## src/design/msd_pkg.sv

```systemverilog
`default_nettype none

package msd_pkg;

    localparam logic KIND_TICK = 1'b0;
    localparam logic KIND_LOAD = 1'b1;

    localparam int DIGITS = 4;
    localparam logic [15:0] MAX_VALUE = 16'd9999;
    localparam logic [9:0] DWELL_RESET = 10'd5;

    localparam logic [13:0] RECIP_1000 = 14'd8389;
    localparam int SHIFT_1000 = 23;
    localparam logic [13:0] RECIP_100 = 14'd5243;
    localparam int SHIFT_100 = 19;
    localparam logic [13:0] RECIP_10 = 14'd6554;
    localparam int SHIFT_10 = 16;

    typedef logic [3:0] digit_t;

    typedef struct packed {
        logic                   kind;
        logic [2:0]             active;
        logic [DIGITS-1:0][3:0] digits;
    } msd_cmd_t;

    function automatic logic [6:0] seg_of(input digit_t d);
        logic [6:0] s;
        case (d)
            4'd0:    s = 7'h3F;
            4'd1:    s = 7'h06;
            4'd2:    s = 7'h5B;
            4'd3:    s = 7'h4F;
            4'd4:    s = 7'h66;
            4'd5:    s = 7'h6D;
            4'd6:    s = 7'h7D;
            4'd7:    s = 7'h07;
            4'd8:    s = 7'h7F;
            4'd9:    s = 7'h6F;
            default: s = 7'h00;
        endcase
        return s;
    endfunction

endpackage

`default_nettype wire

```

## src/design/multiplexed_seven_segment_driver.sv

```systemverilog
// Four-digit common-cathode seven-segment driver. Each input beat is either a timer tick
// (kind 0) or a load of a new binary number (kind 1), and each one yields exactly one output
// beat carrying the segment pattern and the one-hot enable of the digit lit after it (both
// zero on a blank display). Loads above 9999 blank the display, and leading zeros are
// suppressed. A new beat is taken every clock cycle while the queue has room; a beat passes
// through the front register, where the decimal split is done, the command queue and the
// output register, and the queue lets the input side keep running while the output side is
// stalled, until the queue fills.
// The dwell register is written with cfg_write_en, takes effect from the next beat on, and
// resets to 5; a dwell of zero behaves as one.
`default_nettype none

module multiplexed_seven_segment_driver #(
    parameter int QUEUE_DEPTH = 2
) (
    input  wire        clk,
    input  wire        rst_n,
    input  wire        cfg_write_en,
    input  wire [9:0]  cfg_write_data,
    input  wire        in_valid,
    output logic       in_ready,
    input  wire        kind,
    input  wire [15:0] value,
    output logic       out_valid,
    input  wire        out_ready,
    output logic [6:0] segments,
    output logic [3:0] digit_enable
);
    import msd_pkg::*;

    logic     push_valid;
    logic     push_ready;
    msd_cmd_t push_cmd;
    logic     pop_valid;
    logic     pop_ready;
    msd_cmd_t pop_cmd;

    msd_front u_front (
        .clk        (clk),
        .rst_n      (rst_n),
        .in_valid   (in_valid),
        .in_ready   (in_ready),
        .kind       (kind),
        .value      (value),
        .push_valid (push_valid),
        .push_ready (push_ready),
        .push_cmd   (push_cmd)
    );

    msd_queue #(
        .DEPTH (QUEUE_DEPTH)
    ) u_queue (
        .clk        (clk),
        .rst_n      (rst_n),
        .push_valid (push_valid),
        .push_ready (push_ready),
        .push_cmd   (push_cmd),
        .pop_valid  (pop_valid),
        .pop_ready  (pop_ready),
        .pop_cmd    (pop_cmd)
    );

    msd_back u_back (
        .clk            (clk),
        .rst_n          (rst_n),
        .cfg_write_en   (cfg_write_en),
        .cfg_write_data (cfg_write_data),
        .pop_valid      (pop_valid),
        .pop_ready      (pop_ready),
        .pop_cmd        (pop_cmd),
        .out_valid      (out_valid),
        .out_ready      (out_ready),
        .segments       (segments),
        .digit_enable   (digit_enable)
    );

endmodule

`default_nettype wire

```

## src/design/msd_front.sv

```systemverilog
`default_nettype none

module msd_front (
    input  wire                clk,
    input  wire                rst_n,
    input  wire                in_valid,
    output logic               in_ready,
    input  wire                kind,
    input  wire [15:0]         value,
    output logic               push_valid,
    input  wire                push_ready,
    output msd_pkg::msd_cmd_t  push_cmd
);
    import msd_pkg::*;

    logic        valid_reg;
    logic        kind_reg;
    logic        over_reg;
    logic [2:0]  active_reg;
    logic [13:0] v_reg;
    logic [3:0]  q1000_reg;
    logic [6:0]  q100_reg;
    logic [9:0]  q10_reg;

    logic [27:0] p1000;
    logic [27:0] p100;
    logic [27:0] p10;
    logic        over_next;
    logic [2:0]  active_next;
    logic [6:0]  d2_wide;
    logic [9:0]  d1_wide;
    logic [13:0] d0_wide;

    assign in_ready = !valid_reg || push_ready;

    // The quotients are taken by reciprocal multiplication; they are exact below 10000.
    assign p1000 = 28'(value[13:0]) * 28'(RECIP_1000);
    assign p100  = 28'(value[13:0]) * 28'(RECIP_100);
    assign p10   = 28'(value[13:0]) * 28'(RECIP_10);

    assign over_next = value > MAX_VALUE;

    always_comb
    begin
        if (over_next)
        begin
            active_next = 3'd0;
        end
        else if (value >= 16'd1000)
        begin
            active_next = 3'd4;
        end
        else if (value >= 16'd100)
        begin
            active_next = 3'd3;
        end
        else if (value >= 16'd10)
        begin
            active_next = 3'd2;
        end
        else
        begin
            active_next = 3'd1;
        end
    end

    always_ff @(posedge clk or negedge rst_n)
    begin
        if (!rst_n)
        begin
            valid_reg <= 1'b0;
        end
        else if (in_ready)
        begin
            valid_reg <= in_valid;
        end
    end

    always_ff @(posedge clk)
    begin
        if (in_valid && in_ready)
        begin
            kind_reg   <= kind;
            over_reg   <= over_next;
            active_reg <= active_next;
            v_reg      <= value[13:0];
            q1000_reg  <= p1000[SHIFT_1000+3:SHIFT_1000];
            q100_reg   <= p100[SHIFT_100+6:SHIFT_100];
            q10_reg    <= p10[SHIFT_10+9:SHIFT_10];
        end
    end

    assign d2_wide = q100_reg - ({q1000_reg, 3'b000} + {2'b00, q1000_reg, 1'b0});
    assign d1_wide = q10_reg - ({q100_reg, 3'b000} + {2'b00, q100_reg, 1'b0});
    assign d0_wide = v_reg - ({1'b0, q10_reg, 3'b000} + {3'b000, q10_reg, 1'b0});

    always_comb
    begin
        push_valid      = valid_reg;
        push_cmd.kind   = kind_reg;
        push_cmd.active = active_reg;
        if (over_reg)
        begin
            push_cmd.digits = '0;
        end
        else
        begin
            push_cmd.digits[3] = q1000_reg;
            push_cmd.digits[2] = d2_wide[3:0];
            push_cmd.digits[1] = d1_wide[3:0];
            push_cmd.digits[0] = d0_wide[3:0];
        end
    end

endmodule

`default_nettype wire

```

## src/design/msd_queue.sv

```systemverilog
`default_nettype none

module msd_queue #(
    parameter int DEPTH = 2
) (
    input  wire                clk,
    input  wire                rst_n,
    input  wire                push_valid,
    output logic               push_ready,
    input  msd_pkg::msd_cmd_t  push_cmd,
    output logic               pop_valid,
    input  wire                pop_ready,
    output msd_pkg::msd_cmd_t  pop_cmd
);
    import msd_pkg::*;

    localparam int PW = (DEPTH > 1) ? $clog2(DEPTH) : 1;
    localparam int CW = $clog2(DEPTH + 1);

    msd_cmd_t       entry_reg [DEPTH];
    logic [PW-1:0]  wr_ptr_reg;
    logic [PW-1:0]  rd_ptr_reg;
    logic [CW-1:0]  count_reg;
    logic           do_push;
    logic           do_pop;

    assign push_ready = count_reg != CW'(DEPTH);
    assign pop_valid  = count_reg != '0;
    assign pop_cmd    = entry_reg[rd_ptr_reg];
    assign do_push    = push_valid && push_ready;
    assign do_pop     = pop_valid && pop_ready;

    always_ff @(posedge clk or negedge rst_n)
    begin
        if (!rst_n)
        begin
            wr_ptr_reg <= '0;
            rd_ptr_reg <= '0;
            count_reg  <= '0;
        end
        else
        begin
            if (do_push)
            begin
                wr_ptr_reg <= (wr_ptr_reg == PW'(DEPTH - 1)) ? '0 : wr_ptr_reg + 1'b1;
            end
            if (do_pop)
            begin
                rd_ptr_reg <= (rd_ptr_reg == PW'(DEPTH - 1)) ? '0 : rd_ptr_reg + 1'b1;
            end
            if (do_push && !do_pop)
            begin
                count_reg <= count_reg + 1'b1;
            end
            else if (do_pop && !do_push)
            begin
                count_reg <= count_reg - 1'b1;
            end
        end
    end

    always_ff @(posedge clk)
    begin
        if (do_push)
        begin
            entry_reg[wr_ptr_reg] <= push_cmd;
        end
    end

endmodule

`default_nettype wire

```

## src/design/msd_back.sv

```systemverilog
`default_nettype none

module msd_back (
    input  wire                clk,
    input  wire                rst_n,
    input  wire                cfg_write_en,
    input  wire [9:0]          cfg_write_data,
    input  wire                pop_valid,
    output logic               pop_ready,
    input  msd_pkg::msd_cmd_t  pop_cmd,
    output logic               out_valid,
    input  wire                out_ready,
    output logic [6:0]         segments,
    output logic [3:0]         digit_enable
);
    import msd_pkg::*;

    logic [9:0]             dwell_reg;
    logic [DIGITS-1:0][3:0] digits_reg;
    logic [DIGITS-1:0][3:0] digits_next;
    logic [2:0]             active_reg;
    logic [2:0]             active_next;
    logic [1:0]             pos_reg;
    logic [1:0]             pos_next;
    logic [9:0]             count_reg;
    logic [9:0]             count_next;
    logic                   out_valid_reg;
    logic [6:0]             seg_reg;
    logic [3:0]             en_reg;

    logic [9:0]  limit;
    logic [10:0] count_inc;
    logic [2:0]  pos_inc;
    logic        fire;

    assign pop_ready    = !out_valid_reg || out_ready;
    assign fire         = pop_valid && pop_ready;
    assign out_valid    = out_valid_reg;
    assign segments     = seg_reg;
    assign digit_enable = en_reg;

    assign limit     = (dwell_reg == 10'd0) ? 10'd1 : dwell_reg;
    assign count_inc = {1'b0, count_reg} + 11'd1;
    assign pos_inc   = {1'b0, pos_reg} + 3'd1;

    always_comb
    begin
        digits_next = digits_reg;
        active_next = active_reg;
        pos_next    = pos_reg;
        count_next  = count_reg;
        if (pop_cmd.kind == KIND_LOAD)
        begin
            digits_next = pop_cmd.digits;
            active_next = pop_cmd.active;
            pos_next    = 2'd0;
            count_next  = 10'd0;
        end
        else if (active_reg != 3'd0)
        begin
            if (count_inc >= {1'b0, limit})
            begin
                count_next = 10'd0;
                pos_next   = (pos_inc >= active_reg) ? 2'd0 : pos_inc[1:0];
            end
            else
            begin
                count_next = count_inc[9:0];
            end
        end
    end

    always_ff @(posedge clk or negedge rst_n)
    begin
        if (!rst_n)
        begin
            dwell_reg     <= DWELL_RESET;
            digits_reg    <= '0;
            active_reg    <= 3'd0;
            pos_reg       <= 2'd0;
            count_reg     <= 10'd0;
            out_valid_reg <= 1'b0;
        end
        else
        begin
            if (cfg_write_en)
            begin
                dwell_reg <= cfg_write_data;
            end
            if (fire)
            begin
                digits_reg    <= digits_next;
                active_reg    <= active_next;
                pos_reg       <= pos_next;
                count_reg     <= count_next;
                out_valid_reg <= 1'b1;
            end
            else if (out_ready)
            begin
                out_valid_reg <= 1'b0;
            end
        end
    end

    always_ff @(posedge clk)
    begin
        if (fire)
        begin
            if (active_next == 3'd0)
            begin
                seg_reg <= 7'd0;
                en_reg  <= 4'd0;
            end
            else
            begin
                seg_reg <= seg_of(digits_next[pos_next]);
                en_reg  <= 4'd1 << pos_next;
            end
        end
    end

endmodule

`default_nettype wire

```

## config.mk

```make
export PLATFORM = sky130hd
export DESIGN_NAME = multiplexed_seven_segment_driver
export DESIGN_NICKNAME = d
export VERILOG_FILES = /design/src/design/msd_pkg.sv /design/src/design/multiplexed_seven_segment_driver.sv /design/src/design/msd_front.sv /design/src/design/msd_queue.sv /design/src/design/msd_back.sv
export SDC_FILE = /design/constraint.sdc
export NUM_CORES = 1
export LEC_CHECK = 0
export BUFFER_PORTS_ARGS = -buffer_cell sky130_fd_sc_hd__buf_4
export CAP_MARGIN = 15
export CORE_MARGIN = 1
export CORE_UTILIZATION = 45
export CTS_BUF_LIST = sky130_fd_sc_hd__clkbuf_2
export CTS_CLUSTER_DIAMETER = 200
export DETAILED_ROUTE_END_ITERATION = 12
export PLACE_DENSITY = 0.73
export RECOVER_POWER = 25
export SETUP_SLACK_MARGIN = 0.5
export SLEW_MARGIN = 20
export SYNTH_ARGS = -nofsm -noshare
export SYNTH_HDL_FRONTEND = slang
export SYNTH_SLANG_ARGS = --single-unit
```

## constraint.sdc

```tcl
create_clock -name clk -period 5.8 [get_ports clk]
set_input_delay 0.29 -clock clk [delete_from_list [all_inputs] [get_ports clk]]
set_output_delay 0.29 -clock clk [all_outputs]
set_load 0.01 [all_outputs]
```

---- Word level (Yosys, flattened, before mapping) ----
Memories as Yosys holds them, arrays and structs flattened. A register that Yosys moved wholly into a read port is not among the register bits.
Cells that the tools add are included.
storage, ports and cells
  ROM bits ................................ 112
  memory bits (writable) .................. 40
  word-level logic and storage cells ...... 92
  latch bits .............................. 0
  input bits .............................. 32
  output and inout port bits .............. 13
  memories kept ........................... 2
  register bits ........................... 72
cells by class
  reduce and logical (&&, ||, !) cells .... 20
  divide/modulo/power cells ............... 0
  $add $sub $neg .......................... 12
  multiplexer cells ....................... 24
  equality and inequality tests ........... 1
  order comparisons ....................... 7
  multiply operators ...................... 3
  shift-type cells ........................ 1
  bitwise operators ....................... 0
memories
  memory             words  width  read ports  clocked after Yosys merged registers in  write ports  RTL line         text
  (name not given)   16     7      1           1                                        0            msd_pkg.sv:29    case (d)
  u_queue.entry_reg  2      20     1           0                                        1            msd_queue.sv:20  msd_cmd_t entry_reg [DEPTH];
operator list
  operator                                                                 count
  10-bit two-way mux                                                       4
  16-bit two-way mux                                                       2
  14-bit by 14-bit multiplier with 27-bit output, second input constant    1
  14-bit by 13-bit multiplier with 23-bit output, second input constant    1
  14-bit by 12-bit multiplier with 19-bit output, second input constant    1
  16-bit by 10-bit >= comparator with 1-bit output, second input constant  1
  16-bit by 4-bit >= comparator with 1-bit output, second input constant   1
  16-bit by 7-bit >= comparator with 1-bit output, second input constant   1
  16-bit by 14-bit > comparator with 1-bit output, second input constant   1
  2-bit two-way mux                                                        7
  4-bit adder                                                              3
  4-bit subtractor                                                         3
  10-bit by 1-bit adder with 11-bit output, second input constant          1
  11-bit by 10-bit >= comparator with 1-bit output                         1
  10-bit zero test                                                         1
  3-bit two-way mux                                                        3
  4-bit binary-select mux with 2-bit select                                1
  2-bit nonzero test                                                       4
  1-bit two-way mux                                                        6
  1-bit logical AND                                                        5
  1-bit zero test                                                          4
  4-bit two-way mux                                                        1
  1-bit by 2-bit left shift with 4-bit output, first input constant        1
  2-bit by 1-bit adder with 3-bit output, second input constant            1
  11 further kinds                                                         13

---- Logic depth before layout (Yosys ltp) ----
  depth after elaboration ................. 8
  gate-level depth with buffers ........... 20
  depth with buffers taken out ............ 19

---- By module ----
A second synthesis with hierarchy kept.
second synthesis, totals
  cells, all modules ...................... 1252
  area, all modules ....................... 13344.0 µm²
modules (own cells, without submodules)
  module     sequential area each (µm²)  cells each  times used  area each (µm²)
  msd_front  655.6                       909         1           8683.3
  msd_back   1383.8                      263         1           2995.4
  msd_queue  1301.2                      80          1           1665.3

---- Worst setup path before layout ----
Ideal clock, no wire load.
  path type ............................... input -> register
  from .................................... input port value[7]
  to ...................................... register u_front.q1000_reg[0], data pin
  library setup time ...................... 0.136 ns
  cell stages on the path ................. 16
  slack ................................... 1.235 ns
  required time ........................... 5.664 ns
  buffers on the path ..................... 0
  arrival time ............................ 4.429 ns
  path through ............................ inv_1 > ha_1 > ha_1 > ha_1 > ha_1 > fa_1 > inv_1 > fa_1 > inv_1 > ha_1 > a21o_1 > or4_1 > a41oi_1 > o21ai_0 > a2111oi_0 > nand3b_1
on the way
  longest elaborated chain between the ends .. 1
RTL lines
  item                                            RTL line                                text
  start, declared                                 multiplexed_seven_segment_driver.sv:23  input wire [15:0] value,
  14-bit by 14-bit multiplier with 27-bit output  msd_front.sv:37                         assign p1000 = 28'(value[13:0]) * 28'(RECIP_1000);
  via u_front.p1000[23]                           msd_front.sv:25                         logic [27:0] p1000;
  end signal, assigned                            msd_front.sv:87                         q1000_reg <= p1000[SHIFT_1000+3:SHIFT_1000];
  end, declared                                   msd_front.sv:21                         logic [3:0] q1000_reg;
The timed path passes the listed nets, and every way through them passes these cells.
A chain may end at the register's enable or synchronous reset.

---- Worst setup path after layout ----
  from .................................... input port value[2]
  to ...................................... register u_front.q100_reg[3], data pin
on the way
  longest elaborated chain between the ends .. 1
RTL lines
  item                                            RTL line         text
  14-bit by 13-bit multiplier with 23-bit output  msd_front.sv:38  assign p100 = 28'(value[13:0]) * 28'(RECIP_100);
  via u_front.p100[22]                            msd_front.sv:26  logic [27:0] p100;
  end signal, assigned                            msd_front.sv:88  q100_reg <= p100[SHIFT_100+6:SHIFT_100];
  end, declared                                   msd_front.sv:22  logic [6:0] q100_reg;
The timed path passes the listed nets, and every way through them passes these cells.

==> key figures <==
Outcome
  • Status: complete, but fails checks
  • Failing checks: max-capacitance violations, max-slew violations

Logic synthesis
  • Synth area leader: ha_1
  • Most common cell in the synthesized netlist: inv_1
  • Prevailing post-synth register cell: edfxtp_1
  • Post-synth EDFFs: 72
  • Syn_nets: roughly 1.7k
  • Post-Syn Instances: between 1k and 1.5k
  • Synth top area cells: ha_1, fa_1, edfxtp_1
  • Largest family of logic cells by synthesized area: adder cells
  • Synth unique cells: between 60 and 70
  • Post-Synth Simple-Gate Area: 8.06%
  • Synth warn: 0
  • Ys async rst share: between 30% and 40%
  • Post-Syn Area: 0.0132 mm²
  • Post-synthesis adder-cell area fraction: ~44%
  • Average cell area after synthesis: around 10 µm²
  • Synth Area in XOR/XNOR: 3.13%
  • Synth top area share: between 20% and 30%
  • Synth Area in Compound Gates: 8.97%
  • Post-synth top cells: inv_1, ha_1, fa_1, edfxtp_1, nand2_1
  • Register area share after synthesis: 25.4%
  • Mux contribution to synthesized area: under 10%
  • Register bit total from synthesis: between 100 and 150

CTS
  • Setup bufs post-CTS: 0
  • Clock buffer depth: 2
  • Worst-skew pair later-pin latency: between 0.6 and 0.7 ns
  • CTS tree: yes
  • H-tree levels: 4
  • TritonCTS Buffers: 17
  • # clock sinks: approximately 120
  • Clock transition at the registers of the reported paths: 0.16 ns
  • Root buf cell: clkbuf_2

Setup path
  • Most frequent cell on the critical path: inv_1
  • Crit path to: u_front.q100_reg[3]$_DFFE_PP_
  • Critical R2R Launch: u_back.count_reg[0]$_DFFE_PN0P_
  • Crit-path cells: dlygate4sd3_1, buf_4, inv_1, fa_1, inv_1, ha_1, fa_1, ha_1, inv_1, fa_1, inv_1, ha_1, a2111oi_1, o21ai_1, a41oi_1, o21ai_0, a211o_1, a21o_1, a21oi_1, xnor2_1
  • Crit path max-delay cell type: fa_1
  • Reg2reg end: u_back.segments[4]$_SDFFCE_PN0P_
  • Startpoint class of the critical path: input port
  • Crit. Startpoint: value[2]
  • Slowest stage delay, CP: about 0.55 ns
  • CP max FO: 9
  • Crit path DAT: about 5.5 ns
  • Worst EP required: around 6.2 ns
  • Worst setup path class: input port to register
  • Worst R2R Setup Slack: roughly 1.2 ns
  • CP Capture Type: register
  • Worst R2R Path Depth: 17

Layout
  • Layout cells sized above 1: around 7.4%
  • Max reg flops: 40
  • Post-layout util: 50.7%
  • Finished Layout Cells: between 1.5k and 2k
  • # fillers: 2,529
  • Area growth syn-to-layout: 10.7%
  • NumNets Final: 1,779

Timing
  • Final hold slack: 0.136 ns
  • Fin. max-slew vios: 48
  • Max_slew headroom: -68.0%
  • Setup TNS: 0 ns
  • Highest Clock Rate: just under 0.2 GHz
  • Setup ws final: about 0.75 ns
  • Final period util: between 80% and 90%
  • Post-route clock skew: around 0.038 ns
  • Fin. Hold Viols: 0
  • Worst-Margin Slew: approximately 2.5 ns
  • Final setup vio count: 0
  • RSZ-0062 raised after global routing: no
  • Fin crit period: 5.05 ns

Routing
  • Final ANT Viol Nets: 0
  • Vias/cell: 5.13
  • Drt drc: 0
  • DR vias: 9,046
  • Final Routed Wirelength: 28,700 µm
  • DR iter-0 viols: 645
  • DR pass1 iterations: 5
  • Wire per inst: approximately 16 µm

Floorplanning
  • Io pins: 45
  • Core area: ~0.029 mm²
  • Chip height: ~170 µm
  • Die area: between 0.02 and 0.03 mm²
  • Site Rows: a little over 60
  • Die X-Extent: ~170 µm
  • Initial core utilization: ~46%

Global route
  • Grt ovf: 0
  • Vias in the first global route: ~9.6k
  • GRT Overall Usage: between 20% and 30%
  • Largest net degree at the start of global routing: 48
  • Initial antenna violation count: 1
  • Global-route wire length before repair: between 40,000 and 50,000 µm

Placement
  • Dpl ws: roughly 0.5 ns
  • Routability cong.: 0.967
  • Placed cells: between 1.5k and 2k
  • I/O Buffers: 44
  • Post-detail-place hpwl: ~23,000 µm

Pwr
  • Pleak: 0.00734 µW
  • Peak supply drop: roughly 0.18 mV
  • Pwr Density: around 400 mW/mm²

Hold path
  • Hold Crit Class: input port to register

Flow run
  • Max Cap Violations: 1
[report_power, final]
group / switching, µW / internal [µW]
Clock: 304 / 247
Combinational: 2120 / 1640
Sequential: 182 / 1320
[final cells by class]
| type | count | area, µm² | area share [%] |
|---|---|---|---|
| Inverter | 280 | 1050 | 7.21 |
| Clock inverter | 10 | 130 | 0.892 |
| Tap cell | 384 | 480 | 3.29 |
| Sequential cell | 119 | 3340 | 22.9 |
| Antenna cell | 1 | 2.50 | 0.0172 |
| Multi-Input combinational cell | 857 | 8700 | 59.7 |
| Timing Repair Buffer | 89 | 769 | 5.28 |
| Clock buffer | 22 | 110 | 0.755 |
[routing by layer]
| metal | GRT usage, % | wire [µm] |
|---|---|---|
| met5 | 0 | 0 |
| met2 | 34.4 | 13800 |
| met4 | 6.42 | 777 |
| met3 | 3.14 | 1230 |
| met1 | 25.9 | 12900 |
[what timing repair did]
item,CTS,global route
hold buffers,39,0
endpoints found under the setup margin,0,1
hold endpoints to repair,65,0
gates resized for setup,0,2
[critical path: cells and delay by family]
family,cells,cell delay (ns)
xor gates and xnor gates,1,0.08
adders and majority gates,6,2.36
AOI/OAI and AO/OA,7,1.71
buffers and inverters,6,1.03
[through the flow]
stage               instance area (µm²)  total power [µW]
floorplan                         13200              4320
global placement                  13900              5110
detailed placement                13900              5280
CTS                               14600              5870
global route                      14600              6490
finish                            14600              5820
[placed cells by master, fill, tap and decap left out, types with 7 or more instances in the layout]
master and count:
nand3_1 16, a21o_1 13, nor3_1 12, dfrtp_1 45
clkbuf_2 22, o21ai_0 44, xor2_1 17, nor2b_1 10
a31oi_1 8, mux2i_1 21, nand2b_1 15, inv_1 280
o21a_1 7, buf_4 47, dlygate4sd3_1 39, xnor2_1 30
edfxtp_1 72, nand2_1 66, a21oi_1 48, fa_1 127
ha_1 256, a211oi_1 9, nor2_1 61
[worst min path at each step]
stage	from	to	slack (ns)	depth (start not counted)
2_1_floorplan	rst_n	u_back.active_reg[0]$_DFFE_PN0P_	-0.006	0
3_3_place_gp	rst_n	u_back.dwell_reg[1]$_DFFE_PN0P_	0.34	1
3_5_place_dp	rst_n	u_back.dwell_reg[1]$_DFFE_PN0P_	0.34	1
4_1_cts	value[13]	u_front.q1000_reg[3]$_DFFE_PP_	0.05	2
5_1_grt	value[13]	u_front.q1000_reg[3]$_DFFE_PP_	0.04	2
6_report	value[13]	u_front.q1000_reg[3]$_DFFE_PP_	0.14	2
[logic make-up (layout without fill, tap and decap cells)]
logic type	Yosys count	after routing
AO/OA/AOI/OAI	180	180
XOR/XNOR	47	47
adder cells (fa/ha/maj)	383	383
buffers and inverters	299	401
flip-flops	119	119
multiplexers	27	27
other	0	1
AND/OR/NAND/NOR	220	220
No activity file was read; power rests on OpenSTA's default activity.
